$ cat src/sv/rc4_pkg.sv
// Shared types, constants and helper functions for the RC4 stream cipher core.
// Depends on nothing; rc4_ctrl, the core and the testbench refer to it by scoped names.
`timescale 1ns / 1ps
`default_nettype none

package rc4_pkg;

  // Permutation memory geometry.
  localparam int unsigned PERM_ADDR_W = 8;
  localparam int unsigned PERM_DATA_W = 8;

  // Key register: four bytes, key byte zero in the low byte.
  localparam int unsigned KEY_W         = 32;
  localparam int unsigned KEY_REG_BYTES = KEY_W / 8;

  // Number of key bytes cycled through by the key schedule (1 to 8).
  localparam int unsigned KEY_BYTES = 4;
  localparam int unsigned KIDX_W    = (KEY_BYTES > 1) ? $clog2(KEY_BYTES) : 1;

  // Sequencer states.
  typedef enum logic [3:0] {
    S_IDLE,   // waiting for an input transfer
    S_INIT,   // fill pass: S[n] = n
    S_KRD_N,  // schedule: read S[n]
    S_KRD_A,  // schedule: update acc, read S[acc]
    S_KWR_N,  // schedule: write S[n] = S[acc]
    S_KWR_A,  // schedule: write S[acc] = old S[n]
    S_RD_I,   // keystream: i += 1, read S[i]
    S_RD_J,   // keystream: j += S[i], read S[j]
    S_WR_I,   // keystream: write S[i] = S[j], read S[S[i] + S[j]]
    S_WR_J    // keystream: write S[j] = old S[i], emit result
  } state_t;

  // Access request from the sequencer to the permutation memory.
  typedef struct packed {
    logic                   we;
    logic [PERM_ADDR_W-1:0] waddr;
    logic [PERM_DATA_W-1:0] wdata;
    logic                   re;
    logic [PERM_ADDR_W-1:0] raddr;
  } perm_req_t;

  // Key byte for a given position; positions past the register read as zero.
  function automatic logic [7:0] key_byte(input logic [KEY_W-1:0]  key,
                                          input logic [KIDX_W-1:0] idx);
    logic [KEY_W-1:0] shifted;
    shifted = key >> {idx, 3'b000};
    if (32'(idx) >= KEY_REG_BYTES) begin
      key_byte = 8'd0;
    end else begin
      key_byte = shifted[7:0];
    end
  endfunction

endpackage

`default_nettype wire

$ cat src/sv/rc4_perm_ram.sv
// Generic simple dual-port RAM: one write port, one read port, registered read data.
// Holds the RC4 permutation; depends on nothing.
`timescale 1ns / 1ps
`default_nettype none

module rc4_perm_ram #(
  parameter int unsigned ADDR_W = 8,
  parameter int unsigned DATA_W = 8
) (
  input  wire logic              clk,
  input  wire logic              we,
  input  wire logic [ADDR_W-1:0] waddr,
  input  wire logic [DATA_W-1:0] wdata,
  input  wire logic              re,
  input  wire logic [ADDR_W-1:0] raddr,
  output logic      [DATA_W-1:0] rdata
);

  logic [DATA_W-1:0] mem [2**ADDR_W];
  logic [DATA_W-1:0] rdata_r;

  // Write port.
  always_ff @(posedge clk) begin
    if (we) begin
      mem[waddr] <= wdata;
    end
  end

  // Read port; the data holds while no read is issued.
  always_ff @(posedge clk) begin
    if (re) begin
      rdata_r <= mem[raddr];
    end
  end

  assign rdata = rdata_r;

endmodule

`default_nettype wire

$ cat src/sv/rc4_ctrl.sv
// Sequencer for the RC4 core: key schedule and keystream steps over the permutation RAM.
// Depends on rc4_pkg; drives the RAM through a perm_req_t request.
`timescale 1ns / 1ps
`default_nettype none

module rc4_ctrl (
  input  wire logic                        clk,
  input  wire logic                        rst_n,
  // Input transfer.
  input  wire logic                        in_valid,
  output logic                             in_ready,
  input  wire logic [7:0]                  in_data_in,
  input  wire logic                        in_new_message,
  // Key register contents.
  input  wire logic [rc4_pkg::KEY_W-1:0]   key,
  // Result handoff to the output register.
  input  wire logic                        out_free,
  output logic                             res_go,
  output logic [7:0]                       res_byte,
  // Permutation RAM.
  output rc4_pkg::perm_req_t               ram_req,
  input  wire logic [rc4_pkg::PERM_DATA_W-1:0] ram_rdata
);

  rc4_pkg::state_t state_r, state_nxt;

  logic [7:0]                   i_r, i_nxt;
  logic [7:0]                   j_r, j_nxt;
  logic [7:0]                   n_r, n_nxt;
  logic [7:0]                   acc_r, acc_nxt;
  logic [rc4_pkg::KIDX_W-1:0]   kidx_r, kidx_nxt;
  logic                         keyed_r, keyed_nxt;
  logic [7:0]                   data_r, data_nxt;
  logic [7:0]                   si_r, si_nxt;   // S[i] before swap, also old S[n]
  logic [7:0]                   sj_r, sj_nxt;   // S[j] before swap
  logic                         fwd_i_r, fwd_i_nxt;
  logic                         fwd_j_r, fwd_j_nxt;

  logic       in_fire;
  logic       n_last;
  logic [7:0] i_inc;
  logic [7:0] j_sum;
  logic [7:0] t_addr;
  logic [7:0] acc_sum;
  logic [7:0] ks;

  assign in_fire = in_valid && in_ready;
  assign n_last  = (n_r == 8'hFF);
  assign i_inc   = i_r + 8'd1;
  assign j_sum   = j_r + ram_rdata;
  assign t_addr  = si_r + ram_rdata;
  assign acc_sum = acc_r + ram_rdata + rc4_pkg::key_byte(key, kidx_r);

  // Keystream byte: the read of S[t] overlapped the write of S[i] and precedes
  // the write of S[j], so entries just swapped are taken from the swap registers.
  always_comb begin
    if (fwd_j_r) begin
      ks = si_r;
    end else if (fwd_i_r) begin
      ks = sj_r;
    end else begin
      ks = ram_rdata;
    end
  end

  // Next state.
  always_comb begin
    state_nxt = state_r;
    unique case (state_r)
      rc4_pkg::S_IDLE: begin
        if (in_fire) begin
          state_nxt = (in_new_message || !keyed_r) ? rc4_pkg::S_INIT : rc4_pkg::S_RD_I;
        end
      end
      rc4_pkg::S_INIT:  if (n_last) state_nxt = rc4_pkg::S_KRD_N;
      rc4_pkg::S_KRD_N: state_nxt = rc4_pkg::S_KRD_A;
      rc4_pkg::S_KRD_A: state_nxt = rc4_pkg::S_KWR_N;
      rc4_pkg::S_KWR_N: state_nxt = rc4_pkg::S_KWR_A;
      rc4_pkg::S_KWR_A: state_nxt = n_last ? rc4_pkg::S_RD_I : rc4_pkg::S_KRD_N;
      rc4_pkg::S_RD_I:  state_nxt = rc4_pkg::S_RD_J;
      rc4_pkg::S_RD_J:  state_nxt = rc4_pkg::S_WR_I;
      rc4_pkg::S_WR_I:  state_nxt = rc4_pkg::S_WR_J;
      rc4_pkg::S_WR_J:  if (out_free) state_nxt = rc4_pkg::S_IDLE;
      default:          state_nxt = rc4_pkg::S_IDLE;
    endcase
  end

  // Outputs: handshake, result and RAM requests.
  always_comb begin
    in_ready      = 1'b0;
    res_go        = 1'b0;
    res_byte      = data_r ^ ks;
    ram_req.we    = 1'b0;
    ram_req.waddr = n_r;
    ram_req.wdata = n_r;
    ram_req.re    = 1'b0;
    ram_req.raddr = n_r;
    unique case (state_r)
      rc4_pkg::S_IDLE: in_ready = 1'b1;
      rc4_pkg::S_INIT: ram_req.we = 1'b1;
      rc4_pkg::S_KRD_N: ram_req.re = 1'b1;
      rc4_pkg::S_KRD_A: begin
        ram_req.re    = 1'b1;
        ram_req.raddr = acc_sum;
      end
      rc4_pkg::S_KWR_N: begin
        ram_req.we    = 1'b1;
        ram_req.wdata = ram_rdata;
      end
      rc4_pkg::S_KWR_A: begin
        ram_req.we    = 1'b1;
        ram_req.waddr = acc_r;
        ram_req.wdata = si_r;
      end
      rc4_pkg::S_RD_I: begin
        ram_req.re    = 1'b1;
        ram_req.raddr = i_inc;
      end
      rc4_pkg::S_RD_J: begin
        ram_req.re    = 1'b1;
        ram_req.raddr = j_sum;
      end
      rc4_pkg::S_WR_I: begin
        ram_req.we    = 1'b1;
        ram_req.waddr = i_r;
        ram_req.wdata = ram_rdata;
        ram_req.re    = 1'b1;
        ram_req.raddr = t_addr;
      end
      rc4_pkg::S_WR_J: begin
        // Rewriting the same value while the output stalls is harmless.
        ram_req.we    = 1'b1;
        ram_req.waddr = j_r;
        ram_req.wdata = si_r;
        res_go        = out_free;
      end
      default: ;
    endcase
  end

  // Datapath register updates.
  always_comb begin
    i_nxt     = i_r;
    j_nxt     = j_r;
    n_nxt     = n_r;
    acc_nxt   = acc_r;
    kidx_nxt  = kidx_r;
    keyed_nxt = keyed_r;
    data_nxt  = data_r;
    si_nxt    = si_r;
    sj_nxt    = sj_r;
    fwd_i_nxt = fwd_i_r;
    fwd_j_nxt = fwd_j_r;
    case (state_r)
      rc4_pkg::S_IDLE: begin
        if (in_fire) begin
          data_nxt = in_data_in;
          n_nxt    = 8'd0;
          acc_nxt  = 8'd0;
          kidx_nxt = '0;
        end
      end
      rc4_pkg::S_INIT: n_nxt = n_r + 8'd1;
      rc4_pkg::S_KRD_A: begin
        si_nxt  = ram_rdata;
        acc_nxt = acc_sum;
      end
      rc4_pkg::S_KWR_A: begin
        n_nxt = n_r + 8'd1;
        if (kidx_r == rc4_pkg::KIDX_W'(rc4_pkg::KEY_BYTES - 1)) begin
          kidx_nxt = '0;
        end else begin
          kidx_nxt = kidx_r + rc4_pkg::KIDX_W'(1);
        end
        if (n_last) begin
          keyed_nxt = 1'b1;
          i_nxt     = 8'd0;
          j_nxt     = 8'd0;
        end
      end
      rc4_pkg::S_RD_I: i_nxt = i_inc;
      rc4_pkg::S_RD_J: begin
        si_nxt = ram_rdata;
        j_nxt  = j_sum;
      end
      rc4_pkg::S_WR_I: begin
        sj_nxt    = ram_rdata;
        fwd_i_nxt = (t_addr == i_r);
        fwd_j_nxt = (t_addr == j_r);
      end
      default: ;
    endcase
  end

  // Control state is reset; the byte registers carry payload only.
  always_ff @(posedge clk) begin
    if (!rst_n) begin
      state_r <= rc4_pkg::S_IDLE;
      keyed_r <= 1'b0;
      i_r     <= 8'd0;
      j_r     <= 8'd0;
      n_r     <= 8'd0;
      acc_r   <= 8'd0;
      kidx_r  <= '0;
    end else begin
      state_r <= state_nxt;
      keyed_r <= keyed_nxt;
      i_r     <= i_nxt;
      j_r     <= j_nxt;
      n_r     <= n_nxt;
      acc_r   <= acc_nxt;
      kidx_r  <= kidx_nxt;
    end
  end

  always_ff @(posedge clk) begin
    data_r  <= data_nxt;
    si_r    <= si_nxt;
    sj_r    <= sj_nxt;
    fwd_i_r <= fwd_i_nxt;
    fwd_j_r <= fwd_j_nxt;
  end

  // The schedule completes only from its last swap step.
  a_keyed_from_schedule: assert property (@(posedge clk) disable iff (!rst_n)
    $rose(keyed_r) |-> $past(state_r == rc4_pkg::S_KWR_A))
    else $error("keyed set outside the key schedule");

  // Keystream steps never run on an unscheduled permutation.
  a_keyed_in_stream: assert property (@(posedge clk) disable iff (!rst_n)
    (state_r == rc4_pkg::S_RD_I) |-> keyed_r)
    else $error("keystream step started without a key schedule");

  // An accepted item starts either the schedule or a keystream step.
  a_accept_dispatch: assert property (@(posedge clk) disable iff (!rst_n)
    in_fire |=> (state_r == rc4_pkg::S_INIT || state_r == rc4_pkg::S_RD_I))
    else $error("accepted item did not start processing");

  // Each result handoff ends its item.
  a_result_once: assert property (@(posedge clk) disable iff (!rst_n)
    res_go |=> (state_r == rc4_pkg::S_IDLE))
    else $error("result handed off without returning to idle");

endmodule

`default_nettype wire

$ cat src/sv/rc4_stream_cipher_core.sv
// RC4 stream cipher core: key register, output register, sequencer and permutation RAM.
// Depends on rc4_pkg, rc4_perm_ram and rc4_ctrl.
// An input byte runs the four dependent RAM steps of one keystream step (RD_I, RD_J,
//   WR_I, WR_J) before its result is registered; a new byte is taken only from idle.
// A byte that starts a message (or the first byte after reset) first runs the key
//   schedule: a fill pass over all 256 entries, then 256 swaps of KRD_N to KWR_A.
// Reset (synchronous, rst_n low) clears the key register, indices and the keyed flag;
//   the permutation RAM is not cleared, since the first byte always runs the schedule.
`timescale 1ns / 1ps
`default_nettype none

module rc4_stream_cipher_core (
  input  wire logic                      clk,
  input  wire logic                      rst_n,
  // Input channel.
  input  wire logic                      in_valid,
  output logic                           in_ready,
  input  wire logic [7:0]                in_data_in,
  input  wire logic                      in_new_message,
  // Result channel.
  output logic                           out_valid,
  input  wire logic                      out_ready,
  output logic [7:0]                     out_data_out,
  // Configuration port.
  input  wire logic                      cfg_wr_en,
  input  wire logic [rc4_pkg::KEY_W-1:0] cfg_wr_data
);

  logic [rc4_pkg::KEY_W-1:0]       key_r;
  logic                            out_valid_r, out_valid_nxt;
  logic [7:0]                      out_data_r, out_data_nxt;
  logic                            out_free;
  logic                            res_go;
  logic [7:0]                      res_byte;
  rc4_pkg::perm_req_t              ram_req;
  logic [rc4_pkg::PERM_DATA_W-1:0] ram_rdata;

  // Key register.
  always_ff @(posedge clk) begin
    if (!rst_n) begin
      key_r <= '0;
    end else if (cfg_wr_en) begin
      key_r <= cfg_wr_data;
    end
  end

  // Output register: frees up in the same cycle its transfer completes.
  assign out_free = !out_valid_r || out_ready;

  always_comb begin
    out_valid_nxt = out_valid_r;
    out_data_nxt  = out_data_r;
    if (res_go) begin
      out_valid_nxt = 1'b1;
      out_data_nxt  = res_byte;
    end else if (out_ready) begin
      out_valid_nxt = 1'b0;
    end
  end

  always_ff @(posedge clk) begin
    if (!rst_n) begin
      out_valid_r <= 1'b0;
    end else begin
      out_valid_r <= out_valid_nxt;
    end
  end

  always_ff @(posedge clk) begin
    out_data_r <= out_data_nxt;
  end

  assign out_valid    = out_valid_r;
  assign out_data_out = out_data_r;

  // Sequencer.
  rc4_ctrl u_ctrl (
    .clk            (clk),
    .rst_n          (rst_n),
    .in_valid       (in_valid),
    .in_ready       (in_ready),
    .in_data_in     (in_data_in),
    .in_new_message (in_new_message),
    .key            (key_r),
    .out_free       (out_free),
    .res_go         (res_go),
    .res_byte       (res_byte),
    .ram_req        (ram_req),
    .ram_rdata      (ram_rdata)
  );

  // Permutation memory.
  rc4_perm_ram #(
    .ADDR_W (rc4_pkg::PERM_ADDR_W),
    .DATA_W (rc4_pkg::PERM_DATA_W)
  ) u_perm_ram (
    .clk   (clk),
    .we    (ram_req.we),
    .waddr (ram_req.waddr),
    .wdata (ram_req.wdata),
    .re    (ram_req.re),
    .raddr (ram_req.raddr),
    .rdata (ram_rdata)
  );

  // A new result is only loaded when the output register can take it.
  a_no_overwrite: assert property (@(posedge clk) disable iff (!rst_n)
    res_go |-> (!out_valid_r || out_ready))
    else $error("result overwrote an untaken output");

  // A held result stays until its transfer completes.
  a_out_hold: assert property (@(posedge clk) disable iff (!rst_n)
    (out_valid && !out_ready) |=> (out_valid && $stable(out_data_out)))
    else $error("output changed while stalled");

  // Only one item is in flight: no new input while a keystream step runs.
  a_single_item: assert property (@(posedge clk) disable iff (!rst_n)
    res_go |-> !in_ready)
    else $error("input accepted while a result was being produced");

endmodule

`default_nettype wire

$ cat config.mk
export PLATFORM = sky130hd
export DESIGN_NAME = rc4_stream_cipher_core
export DESIGN_NICKNAME = d
export VERILOG_FILES = /design/src/sv/rc4_pkg.sv /design/src/sv/rc4_perm_ram.sv /design/src/sv/rc4_ctrl.sv /design/src/sv/rc4_stream_cipher_core.sv
export SDC_FILE = /design/constraint.sdc
export NUM_CORES = 2
export LEC_CHECK = 0
export BUFFER_PORTS_ARGS = -buffer_cell sky130_fd_sc_hd__buf_2
export CAP_MARGIN = 20
export CORE_MARGIN = 4
export CORE_UTILIZATION = 50
export CTS_CLUSTER_DIAMETER = 120
export CTS_CLUSTER_SIZE = 28
export DETAILED_ROUTE_END_ITERATION = 8
export HOLD_SLACK_MARGIN = 0.12
export PLACE_DENSITY = 0.75
export REMOVE_ABC_BUFFERS = 1
export SLEW_MARGIN = 20
export SYNTH_ARGS = -nofsm -noshare
export SYNTH_HDL_FRONTEND = slang
export SYNTH_SLANG_ARGS = --single-unit
$ cat constraint.sdc
create_clock -name clk -period 11.1 [get_ports clk]
set_input_delay 0.555 -clock clk [delete_from_list [all_inputs] [get_ports clk]]
set_output_delay 0.555 -clock clk [all_outputs]
set_load 0.02 [all_outputs]
## Word-level counts from Yosys, hierarchy flattened

Memory sizes are Yosys's and may differ from the RTL's. A register that Yosys moved wholly into a read port is not among the register bits.
Index checks and enable logic that the tools add are counted.

| word-level totals | value |
|---|---|
| bits in registers | 106 |
| latch bits | 0 |
| bits in writable memories | 2048 |
| bits in read-only memories | 0 |
| input port bits | 46 |
| output and inout bits | 10 |
| memories | 1 |

| cells by class | value |
|---|---|
| add/subtract/negate cells | 7 |
| multipliers | 0 |
| divide/modulo/power cells | 0 |
| magnitude comparators | 0 |
| eq/ne operators | 17 |
| shifts and indexed selects | 1 |
| muxes and demuxes | 28 |
| bitwise logic cells | 1 |
| reductions and logical operators | 26 |

Memory list:

| memory | depth | width | rd ports | clocked after memory_dff | wr ports | line | RTL |
|---|---|---|---|---|---|---|---|
| u_perm_ram.mem | 256 | 8 | 1 | 1 | 1 | rc4_perm_ram.sv:19 | `logic [DATA_W-1:0] mem [2**ADDR_W];` |

Operator list:

| operator | count |
|---|---|
| 8-bit case mux with 2 select lines | 5 |
| 4-bit case mux with 10 select lines | 1 |
| 8-bit adder | 4 |
| 8-bit two-way mux | 4 |
| 8-bit case mux with 4 select lines | 1 |
| 32-bit by 5-bit right shift with 8-bit output | 1 |
| 8-bit case mux with 3 select lines | 1 |
| 8-bit by 1-bit adder with 8-bit output, second input constant | 2 |
| 4-bit by 3-bit == test with 1-bit output, second input constant | 4 |
| 8-bit == test | 2 |
| 2-bit AND reduction | 7 |
| 4-bit two-way mux | 3 |
| 2-bit nonzero test | 6 |
| 5-bit OR reduction | 2 |
| 4-bit by 2-bit == test with 1-bit output, second input constant | 2 |
| 4-bit == test, second input constant | 2 |
| 8-bit == test, second input constant | 1 |
| 1-bit two-way mux | 8 |
| 2-bit by 1-bit != test with 1-bit output, second input constant | 4 |
| 2-bit OR reduction | 4 |
| 8-bit XOR | 1 |
| 3-bit two-way mux | 2 |
| 4-bit by 1-bit == test with 1-bit output, second input constant | 1 |
| 4-bit logical NOT | 1 |
| other kinds (8) | 11 |

## Longest topological paths before layout

| logic depth | value |
|---|---|
| word-level depth | 5 |
| gate-level depth with buffers | 22 |
| gate-level depth less buffers | 17 |

## Modules after synthesis

Synthesis repeated with hierarchy kept, for this count alone.

| second synthesis, totals | value |
|---|---|
| cell total of the unflattened synthesis | 4399 |
| area, all modules | 86086.3 µm² |

By module, submodules not included:

| module | times used | cells each | area an instance (µm²) |
|---|---|---|---|
| rc4_perm_ram | 1 | 3733 | 79636.4 |
| rc4_ctrl | 1 | 551 | 4928.5 |
| rc4_stream_cipher_core | 1 | 115 | 1521.5 |

## Worst setup path after synthesis

No wires, ideal clock.

| path | value |
|---|---|
| kind | flip-flop to flip-flop |
| start | register u_ctrl.state_r[2] |
| end | memory u_perm_ram.mem[0][5], data pin |
| setup time | 1579 ps |
| data arrival time | 8508 ps |
| data required time | 9521 ps |
| setup slack | 1013 ps |
| cell stages (with the launch flop) | 8 |
| period minus slack after synthesis | 10087 ps |
| cells stage by stage | dfxtp_1 > buf_2 > clkbuf_1 > nand2b_1 > a21oi_1 > clkbuf_1 > nor2_1 > a21oi_1 |

RTL lines:

| item | line | RTL |
|---|---|---|
| start, declared | rc4_ctrl.sv:25 | `rc4_pkg::state_t state_r, state_nxt;` |
| start signal, assigned | rc4_ctrl.sv:198 | `state_r <= rc4_pkg::S_IDLE;` |
| start signal, assigned | rc4_ctrl.sv:206 | `state_r <= state_nxt;` |
| end, declared | rc4_perm_ram.sv:19 |  |

## Worst setup path after layout

| path | value |
|---|---|
| start | register u_ctrl.kidx_r[0] (netlist name) |
| end | register u_perm_ram.rdata_r[7] (netlist: u_perm_ram.rdata[7]), read port of u_perm_ram.mem, data pin |

| between the ends | value |
|---|---|
| word-level cells in the longest chain between the ends | 3 |

RTL lines:

| item | line | RTL |
|---|---|---|
| start, declared | rc4_ctrl.sv:31 | `logic [rc4_pkg::KIDX_W-1:0] kidx_r, kidx_nxt;` |
| start signal, assigned | rc4_ctrl.sv:212 | `kidx_r <= kidx_nxt;` |
| 32-bit by 5-bit right shift with 8-bit output | rc4_pkg.sv:47 | `shifted = key >> {idx, 3'b000};` |
| 8-bit adder | rc4_ctrl.sv:52 | `assign acc_sum = acc_r + ram_rdata + rc4_pkg::key_byte(key, kidx_r);` |
| 8-bit case mux with 4 select lines | rc4_ctrl.sv:98 | `unique case (state_r)` |
| end, declared | rc4_perm_ram.sv:20 | `logic [DATA_W-1:0] rdata_r;` |

Every way passes these cells.
A chain may end at the register's enable or synchronous reset.

==> flow_summary_export.csv <==
group,metric,value,unit
run_status,outcome,"finished, final reports clean",
power,ir_worst_vdd,0.1345,mV
timing,hold_viol,0,
synthesis,synthTopCellsByArea,"edfxtp_1 70%, nand2_1 6.0%, mux2i_1 2.6%, nand3_1 2.2%, a311oi_1 1.8%",
grt,grt_util_met3,0.07023,
layout,nNetsFinal,6583,
synthesis,ys.flop_type,"edfxtp_1",
clock_tree,clockBufferDepth,3,
floorplanning,die_w,430.9,microns
clock_tree,clk_latency,0.77,ns
layout,area_growth,5.385,%
power,cellPowerDensity,151.0,nW/um^2
floorplanning,die_h,430.9,microns
worst_setup_path,cp.arrival,7.41,ns
flow_run,drv_cap,0,
worst_setup_path,cp_num_buf_inv,4,
detailed_routing,drt_iter0_markers,9475,
grt,grt_busiest_layer,"met2",
synthesis,yosysSeqAreaShare,0.7181,
placement,place.gp.congestion,0.9497,
clock_tree,cts-root-buf,"clkbuf_16",
clock_tree,clock_sinks,2162,
synthesis,ys_async_sr_fraction,0,
synthesis,synthMuxAreaShare,0.03707,
power,p_leak,30.97,nW
clock_tree,path_clk_slew,0.11,ns
synthesis,yosys.area_share.simple,0.1229,
placement,dp_hpwl,145200,microns
min_path,hold_path_depth,3,
timing,drv_slew,0,
power,p_total,14.22,mW
worst_setup_path,crit_cells,17,
detailed_routing,first_pass_iters,7,
worst_setup_path,slowest_delay,1.07,ns
synthesis,synthDistinctLibCells,93,
worst_setup_path,cp_cell_sequence,"mux4_2 > inv_1 > fa_1 > inv_1 > ha_1 > inv_1 > fa_1 > xor2_1 > a21oi_1 > nor2_1 > o31a_2 > buf_4 > nor2_2 > nand2_1 > o22ai_1 > nor4_1 > nor4_1",
synthesis,synth_xor_area_frac,0.004213,
layout,drive_above_1_share,0.05533,
detailed_routing,routed_wl,247200,microns
synthesis,synthCells,6688,
clock_tree,cts_tree,"built",
floorplanning,num_rows,154,
placement,io_buffers,55,
detailed_routing,vias_per_cell,6.491,
min_path,hold_class,"input pin to flip-flop",
worst_setup_path,critPathLaunchType,"flip-flop",
floorplanning,start_util,0.5054,
grt,grt_start_max_net_pins,221,
grt,grt_pass1_wl,361200,microns
synthesis,synth_top_family_by_area,"simple AND/OR/NAND/NOR gates",
worst_setup_path,reg2reg_slack,4.15,ns
worst_setup_path,required,11.56,ns
floorplanning,die_area,185600,sq um
detailed_routing,wire_per_inst,27.85,microns
worst_setup_path,crit_path_end_kind,"flip-flop",
worst_setup_path,crit_slowest_cell,"nor4_1",
detailed_routing,antenna_left,0,
synthesis,synth_edf_count,2090,
worst_setup_path,cpMostUsedCell,"inv_1",
grt,overflow,0,
timing,finalClockSkew,0.04153,ns
clock_tree,htree_num_levels,3,
grt,use_met1,0.3505,
layout,fin_util,0.5326,
synthesis,syn_avg_cell_area,13.37,sq um
synthesis,synth_top_cell_by_area,"edfxtp_1",
timing,finalSetupViolations,0,
grt,grt_pass1_vias,53870,
grt,antenna_found_initial,10,
timing,max_slew_margin,0.1508,
worst_setup_path,worstSetupPathType,"flip-flop to flip-flop",
floorplanning,ios,56,
synthesis,yosys_warnings,0,
synthesis,synth_fa_ha_area_frac,0.005458,
detailed_routing,via_count,57610,
worst_setup_path,critPathTopFamily,"simple AND/OR/NAND/NOR gates",
timing,fin_crit_sh,0.6259,
grt,use_met2,0.3890,
synthesis,ys_seq_elements,2162,
clock_tree,cts_made_buffers,87,
timing,grt_setup_unrepaired,"false",
clock_tree,ctsResizeCount,0,
synthesis,synth_compound_area_frac,0.08154,
synthesis,yosysTopAreaCellShare,0.7020,
timing,fmax,0.1439,GHz
floorplanning,core,176900,sq um
synthesis,netlist_area,89400,sq um
worst_setup_path,ff2ff_path_depth,17,
worst_setup_path,crit_fanout,38,
grt,gr-usage-all-layers,0.2586,
detailed_routing,remaining_drc_errors,0,
timing,tightest_slew,1.274,ns
timing,period_minus_slack,6.947,ns
repair_timing:
action                                 4_1_cts  5_1_grt
hold buffers                                40        0
endpoints found under the hold margin       40        0
buffers inserted                             0        0
metrics by stage:
step / hold WS, ns / std cells / setup WS (ns) / cell area [sq um] / setup TNS [ns]
final: 0.1864 / 8876 / 4.153 / 94220 / 0
after global routing: 0.1890 / 8866 / 4.181 / 94190 / 0
after CTS: 0.1266 / 8864 / 4.092 / 94160 / 0
after detailed placement: 0.4588 / 8714 / 4.117 / 91370 / 0
after global placement: 0.4507 / 8714 / 4.014 / 91350 / 0
after floorplan: 0.4416 / 6219 / -23.60 / 86980 / -184.05
layout make-up:
cell class	instances	area, sq um
Clock buffer	100	2247
Multi-Input combinational cell	3971	22650
Antenna cell	11	27.53
Tap cell	2340	2928
Sequential cell	2162	64200
Inverter	86	322.8
Timing Repair Buffer	196	1695
Clock inverter	10	142.6
Fill cell	14080	82670
registers in the layout, indices dropped and copies added (netlist names), 2 cells and up:
name / count
u_ctrl.sj_r: 8
u_ctrl.i_r: 8
u_ctrl.j_r: 8
u_ctrl.kidx_r: 2
u_ctrl.acc_r: 8
key_r: 32
u_ctrl.data_r: 8
u_perm_ram.mem: 2048
u_ctrl.n_r: 8
u_perm_ram.rdata: 8
u_ctrl.si_r: 8
out_data_out: 8
u_ctrl.state_r: 4
worst paths after layout:
check                                     start                       endpoint
setup / recovery  u_ctrl.kidx_r[0]$_SDFFE_PN0P_  u_perm_ram.rdata[7]$_DFFE_PP_
hold / removal                        out_ready         out_valid$_SDFFE_PN0P_
setup reg to reg  u_ctrl.kidx_r[0]$_SDFFE_PN0P_  u_perm_ram.rdata[7]$_DFFE_PP_
hold reg to reg     u_ctrl.keyed_r$_SDFFE_PN0P_    u_ctrl.keyed_r$_SDFFE_PN0P_
report_power, final:
group,internal (mW),switching (mW),leakage [nW],total [mW]
Sequential,8.91,0.0239,19.8,8.93
Combinational,0.414,1.01,9.99,1.42
Clock,1.49,2.38,1.16,3.87
Total,10.8,3.41,31.0,14.2
synth_stat cells, types with 39 or more instances:
| cell | number |
|---|---|
| and3_1 | 94 |
| edfxtp_1 | 2090 |
| nor2b_1 | 50 |
| mux2i_1 | 231 |
| dfxtp_1 | 72 |
| a311oi_1 | 188 |
| a21oi_1 | 231 |
| clkbuf_1 | 172 |
| nand3_1 | 401 |
| a211oi_1 | 77 |
| nor2_1 | 413 |
| a221oi_1 | 96 |
| o22ai_1 | 39 |
| o21ai_0 | 95 |
| a31oi_1 | 186 |
| nand2_1 | 1418 |
| buf_2 | 185 |
| nor3_1 | 51 |
| inv_1 | 85 |
cell families (layout without fill, tap and decap cells):
kind of cell | Yosys count | after routing
buffers and inverters | 555 | 392
muxes | 285 | 285
DFF | 2162 | 2162
adders and majority gates | 33 | 33
xor gates and xnor gates | 43 | 43
other | 0 | 11
AOI/OAI and AO/OA | 1050 | 1050
and+or+nand+nor | 2560 | 2560
routing by layer:
metal  part of all wire  wire [microns]
met1               0.36           89720
met2               0.45          110400
met3               0.13           32690
met4              0.058           14390
met5            0.00016              40
tightest hold or removal path, cell delays in order:
cell	delay (ns)
buf_2	0.09
nor2b_1	0.08
o21a_1	0.17
cells in the final DEF, fill, tap and decap left out, drive strengths merged, types with 40 or more instances in the layout:
| cell type | n |
|---|---|
| nor2b | 50 |
| mux2i | 231 |
| nor2 | 419 |
| inv | 91 |
| edfxtp | 2090 |
| dlygate4sd3 | 40 |
| a31oi | 186 |
| clkbuf | 100 |
| a211oi | 77 |
| and3 | 94 |
| dfxtp | 72 |
| nand3 | 401 |
| nand2 | 1418 |
| nor3 | 51 |
| a221oi | 96 |
| o21ai | 99 |
| buf | 156 |
| a21oi | 231 |
| a311oi | 188 |
Note: power is estimated with default switching activity, not from simulation.
